`config.mk`:
```
export PLATFORM = sky130hd
export DESIGN_NAME = switchable_stack_queue_core
export DESIGN_NICKNAME = d
export VERILOG_FILES = /design/src/ssq_pkg.sv /design/src/switchable_stack_queue_core.sv
export SDC_FILE = /design/constraint.sdc
export NUM_CORES = 1
export LEC_CHECK = 0
export ABC_AREA = 1
export ABC_CLOCK_PERIOD_IN_PS = 3600
export BUFFER_PORTS_ARGS = -buffer_cell sky130_fd_sc_hd__buf_2
export CORE_MARGIN = 5
export CORE_UTILIZATION = 47
export CTS_CLUSTER_DIAMETER = 40
export DETAILED_ROUTE_END_ITERATION = 16
export GPL_TIMING_DRIVEN = 1
export PLACE_DENSITY = 0.62
export SETUP_SLACK_MARGIN = 0.15
export SKIP_LAST_GASP = 1
export SYNTH_ARGS = -nofsm -noshare
export SYNTH_HDL_FRONTEND = slang
export SYNTH_SLANG_ARGS = --single-unit
```
`constraint.sdc`:
```
create_clock -name clk -period 3.6 [get_ports clk]
set_input_delay 0.36 -clock clk [delete_from_list [all_inputs] [get_ports clk]]
set_output_delay 0.36 -clock clk [all_outputs]
set_load 0.01 [all_outputs]
```
`src/ssq_pkg.sv`:
```
`default_nettype none
package ssq_pkg;

  localparam int DEPTH      = 16;
  localparam int DATA_WIDTH = 16;
  localparam int PTR_W      = $clog2(DEPTH);
  localparam int CNT_W      = $clog2(DEPTH + 1);
  localparam int SUM_W      = PTR_W + 1;

  typedef enum logic [1:0] {
    OP_PUSH   = 2'd0,
    OP_POP    = 2'd1,
    OP_PEEK   = 2'd2,
    OP_TOGGLE = 2'd3
  } op_t;

  typedef enum logic [1:0] {
    ST_OK    = 2'd0,
    ST_EMPTY = 2'd1,
    ST_FULL  = 2'd2
  } status_t;

  localparam logic MODE_STACK = 1'b0;
  localparam logic MODE_QUEUE = 1'b1;

  typedef struct packed {
    logic [DATA_WIDTH-1:0] data_out;
    status_t               status;
    logic                  mode_now;
    logic [CNT_W-1:0]      fill_count;
  } result_t;

endpackage
`default_nettype wire

```
`src/switchable_stack_queue_core.sv`:
```
// Results: a result is registered into res from its accepted word, or into skid while res is stalled.
// Throughput: one word per cycle while item_stall is low; the state update has no loop, and a
// two-entry result buffer lets one more word in while a result is stalled.
// Reset (rst, synchronous): front pointer, count and mode (stack) cleared,
// result buffer emptied. The word store is not cleared.
`default_nettype none
module switchable_stack_queue_core
  import ssq_pkg::*;
(
  input  wire logic                  clk,
  input  wire logic                  rst,
  input  wire logic                  item_valid,
  output      logic                  item_stall,
  input  wire logic [1:0]            operation,
  input  wire logic [DATA_WIDTH-1:0] value,
  output      logic                  result_valid,
  input  wire logic                  result_stall,
  output      logic [DATA_WIDTH-1:0] data_out,
  output      logic [1:0]            status,
  output      logic                  mode_now,
  output      logic [CNT_W-1:0]      fill_count
);

  logic [DATA_WIDTH-1:0] entries [DEPTH];
  logic [PTR_W-1:0]      front;
  logic [CNT_W-1:0]      occ;
  logic                  mode;

  logic [PTR_W-1:0]      front_next;
  logic [CNT_W-1:0]      occ_next;
  logic                  mode_next;
  logic                  wr_en;
  logic [PTR_W-1:0]      wr_idx;
  result_t               res_next;

  result_t               res;
  result_t               skid;
  logic                  skid_valid;

  logic                  acc;
  logic                  take;
  logic                  is_full;
  logic                  is_empty;
  logic [PTR_W-1:0]      front_dec;
  logic [PTR_W-1:0]      front_inc;
  logic [SUM_W-1:0]      back_sum;
  logic [SUM_W-1:0]      back_wrap;

  assign item_stall = skid_valid;
  assign acc        = item_valid && !skid_valid;
  assign take       = result_valid && !result_stall;

  assign is_full   = (occ == CNT_W'(DEPTH));
  assign is_empty  = (occ == '0);
  assign front_dec = (front == '0) ? PTR_W'(DEPTH - 1) : front - PTR_W'(1);
  assign front_inc = (front == PTR_W'(DEPTH - 1)) ? '0 : front + PTR_W'(1);
  assign back_sum  = {1'b0, front} + SUM_W'(occ);
  assign back_wrap = (back_sum >= SUM_W'(DEPTH)) ? back_sum - SUM_W'(DEPTH) : back_sum;

  always_comb begin
    front_next = front;
    occ_next   = occ;
    mode_next  = mode;
    wr_en      = 1'b0;
    wr_idx     = front_dec;
    res_next.data_out = '0;
    res_next.status   = ST_OK;
    case (op_t'(operation))
      OP_PUSH: begin
        if (is_full) begin
          res_next.status = ST_FULL;
        end else begin
          wr_en    = 1'b1;
          occ_next = occ + CNT_W'(1);
          if (mode == MODE_STACK) begin
            wr_idx     = front_dec;
            front_next = front_dec;
          end else begin
            wr_idx = back_wrap[PTR_W-1:0];
          end
        end
      end
      OP_POP: begin
        if (is_empty) begin
          res_next.status = ST_EMPTY;
        end else begin
          res_next.data_out = entries[front];
          front_next        = front_inc;
          occ_next          = occ - CNT_W'(1);
        end
      end
      OP_PEEK: begin
        if (is_empty) begin
          res_next.status = ST_EMPTY;
        end else begin
          res_next.data_out = entries[front];
        end
      end
      OP_TOGGLE: begin
        mode_next = ~mode;
      end
      default: begin
        mode_next = mode;
      end
    endcase
    res_next.mode_now   = mode_next;
    res_next.fill_count = occ_next;
  end

  always_ff @(posedge clk) begin
    if (acc && wr_en) begin
      entries[wr_idx] <= value;
    end
  end

  always_ff @(posedge clk) begin
    if (rst) begin
      front <= '0;
      occ   <= '0;
      mode  <= MODE_STACK;
    end else if (acc) begin
      front <= front_next;
      occ   <= occ_next;
      mode  <= mode_next;
    end
  end

  // two-entry result buffer: res is the visible word, skid holds one behind it
  always_ff @(posedge clk) begin
    if (rst) begin
      result_valid <= 1'b0;
      skid_valid   <= 1'b0;
    end else if (take || !result_valid) begin
      if (skid_valid) begin
        res          <= skid;
        result_valid <= 1'b1;
        skid_valid   <= 1'b0;
      end else begin
        if (acc) begin
          res <= res_next;
        end
        result_valid <= acc;
      end
    end else if (acc) begin
      skid       <= res_next;
      skid_valid <= 1'b1;
    end
  end

  assign data_out   = res.data_out;
  assign status     = res.status;
  assign mode_now   = res.mode_now;
  assign fill_count = res.fill_count;

  a_skid_behind_res: assert property (@(posedge clk) disable iff (rst)
    skid_valid |-> result_valid)
    else $error("skid word held with no visible result");

  a_count_bound: assert property (@(posedge clk) disable iff (rst)
    result_valid |-> (fill_count <= CNT_W'(DEPTH)))
    else $error("fill count beyond depth");

  a_full_status: assert property (@(posedge clk) disable iff (rst)
    (result_valid && status == ST_FULL) |-> (fill_count == CNT_W'(DEPTH) && data_out == '0))
    else $error("full status with buffer not full");

  a_empty_status: assert property (@(posedge clk) disable iff (rst)
    (result_valid && status == ST_EMPTY) |-> (fill_count == '0 && data_out == '0))
    else $error("empty status with words stored");

endmodule
`default_nettype wire

```
==> flow_summary.yaml <==
run_status:
  status: "finished, final reports clean"
grt:
  grt_max_degree: 66
  antenna_found_initial: 1
  grt_pass1_wl_mm: 49.44
  grtUsageTotal_pct: 18.70
  grt_overflow_total: 0
  grt_pass1_vias: 9005
clock_tree:
  cts_made_buffers: 44
  post_cts_buffers: 0
  root_buffer: "clkbuf_16"
  cts.sinks: 320
  path_clk_slew_ps: 50
  cts_max_level: 2
  insertion_delay_ps: 530
  cts_resized: 0
  hold_buffers: 0
  cts.path.max_buffers: 3
  cts_tree: "yes"
detailed_routing:
  drtAntennaViolNets: 0
  avgViaCountPerCell: 5.057
  wl_per_cell_um: 16.83
  vias: 9437
  dr.first_iter.drc_count: 731
  drc: 0
  routed_wl_mm: 31.40
  drt_pass1_iterations: 6
floorplan:
  coreArea_sq_um: 29720
  initial_core_util_pct: 47.75
  dieArea_sq_um: 33770
  die_w_um: 183.8
  pin_count: 48
  rows: 63
  die_y_um: 183.8
critical_path:
  crit_arrival_ps: 2970
  end_kind: "flip-flop"
  cp_slowest_stage_delay_ps: 730
  worstPathCellList: "inv_1 -> ha_1 -> nand3_4 -> nand2_1 -> nor2_1 -> nand3_1 -> nor2_2"
  critPathLaunchType: "flip-flop"
  required_ps: 3740
  crit_type: "reg2reg"
  worstPathMaxFanout: 16
  slowest_stage: "nor2_2"
placement:
  port_buffers: 47
  dpl.hpwl_mm: 19.14
  dpl_worst_slack_ps: 764.1
  post_dp_cell_area_sq_um: 14830
  gp_congestion: 0.8118
logic_synthesis:
  netlist_area_sq_um: 14190
  syn_area_per_cell_sq_um: 10.24
  ys_seq_area_share_pct: 66.58
  ys_ff_latch: 320
  yosys-top-cells-count: "429 x nand2_1, 304 x edfxtp_1, 231 x nand3_1, 223 x inv_1, 34 x nor2_1"
  synth_edf_count: 304
  syn_nets: 1419
  ys.flop_type: "edfxtp_1"
  async_flop_share_pct: 0
  synth.most_common_cell: "nand2_1"
  synth_cell_types: 30
  synth.top_cell.area_share_pct: 64.33
  syn_inst: 1386
  synthTopCellsByArea: "edfxtp_1 64%, nand2_1 11%, nand3_1 8.1%"
  ys_warn_count: 0
  synth_area_leader_cell: "edfxtp_1"
sta:
  finalClockSkew_ps: 19.40
  tightest_slew_ps: 827.5
  drv_slew: 0
  rsz0062_at_grt: "false"
  fin_crit_sh_pct: 78.55
  setup_viol: 0
  fin_hold_ws_ps: 66.98
  fmax_ghz: 0.3536
  relSlewSlack_pct: 44.78
  period_minus_slack_ps: 2828
  final.setup.worst_slack_ps: 772.0
  hold_violations: 0
  setup_tns_ps: 0
power:
  total_power_mw: 9.191
  combPwrFrac_pct: 8.9
  power.internal_mw: 6.957
  power_leakage_nw: 6.943
  power_frac_seq_pct: 45.8
  swShare_pct: 24.31
  ir_worst_vdd_mv: 0.4317
  p_clk_share_pct: 45.3
  power.switching_mw: 2.235
  power_density_nw_per_um2: 564.9
finish:
  syn_to_final_growth_pct: 14.66
  drive_gt1_share_pct: 12.80
  nets: 1477
  finalInstanceArea_sq_um: 16270
  diodes: 0
job:
  drv_cap: 0
hold_path:
  hold_class: "in2reg"
-- per-stage QoR --
stage	std cells	util [%]
global route	1866	54.76
global placement	1788	49.91
floorplan	1386	-
CTS	1866	54.76
finish	1866	54.76
detailed placement	1788	49.91
-- metal layers --
layer  global-route usage (%)  part of all wire, %  vias up
li1                         -                    -     4632
met1                    26.94                   44     4456
met2                    30.27                   46      300
met3                    2.988                  8.1       49
met4                    4.259                  1.6        0
met5                        0                    0        -
-- worst max-delay path, delay by kind of cell, from the launching register on --
family / cells / cell delay, ps
fa+ha+maj: 1 / 290
simple gates: 5 / 1520
buf+inv: 1 / 130
flops: 1 / 510
-- flip-flops by register name (all words and copies together) (netlist names), 2 cells and up, named ones only --
signal      count
status          2
occ             5
data_out       16
fill_count      5
entries       256
skid           24
front           4
-- layout make-up --
cell class | count | area (sq um)
Sequential cell | 320 | 9454
Inverter | 227 | 855.8
Clock inverter | 27 | 270.3
Fill cell | 2576 | 13450
Clock buffer | 51 | 1170
Tap cell | 390 | 488.0
Multi-Input combinational cell | 776 | 3576
Timing Repair Buffer | 75 | 457.9
-- layout by cell type, fill, tap and decap left out, types with 4 or more instances in the layout --
cell,synthesis,final
clkbuf_1,8,5
nand3_2,5,5
ha_1,10,10
clkinvlp_4,0,7
a21oi_1,22,22
clkbuf_16,0,46
nor2_1,34,16
nand3_1,231,231
buf_4,12,27
nand2_2,6,6
nand2_1,429,429
edfxtp_1,304,304
clkinv_2,1,6
o21ai_0,13,13
xor2_1,7,7
inv_1,223,223
dfxtp_1,16,14
clkinv_4,0,4
nor2_2,0,18
buf_2,31,47
-- kinds of logic (layout without fill, tap and decap cells) --
logic type	count (synthesis)	in the layout	share of synthesized area, %
xor+xnor	9	9	0.5555
compound gates	41	41	1.517
simple gates	715	715	21.79
flops	320	320	66.58
fa+ha+maj	11	11	1.023
buf+inv	290	380	8.535
-- power by group through the flow --
stage	combinational, mW	clock (mW)	sequential, mW
3_5_place_dp	0.811	0	4.28
4_1_cts	0.818	4.24	4.21
5_1_grt	0.910	4.41	4.21
2_1_floorplan	0.547	0	4.27
3_3_place_gp	0.802	0	4.28
6_report	0.818	4.17	4.21
-- path summary, 6_finish.rpt --
| check | start | endpoint | slack [ps] | cells after the start |
|---|---|---|---|---|
| worst max-delay path | occ[1] | entries[10][11] | 770 | 7 |
| worst min-delay path | rst | front[2] | 70 | 2 |
| worst max register to register | occ[1] | entries[10][11] | 770 | 7 |
| worst min register to register | result_valid | item_stall | 470 | 2 |
Power figures use the tool's default switching activity.
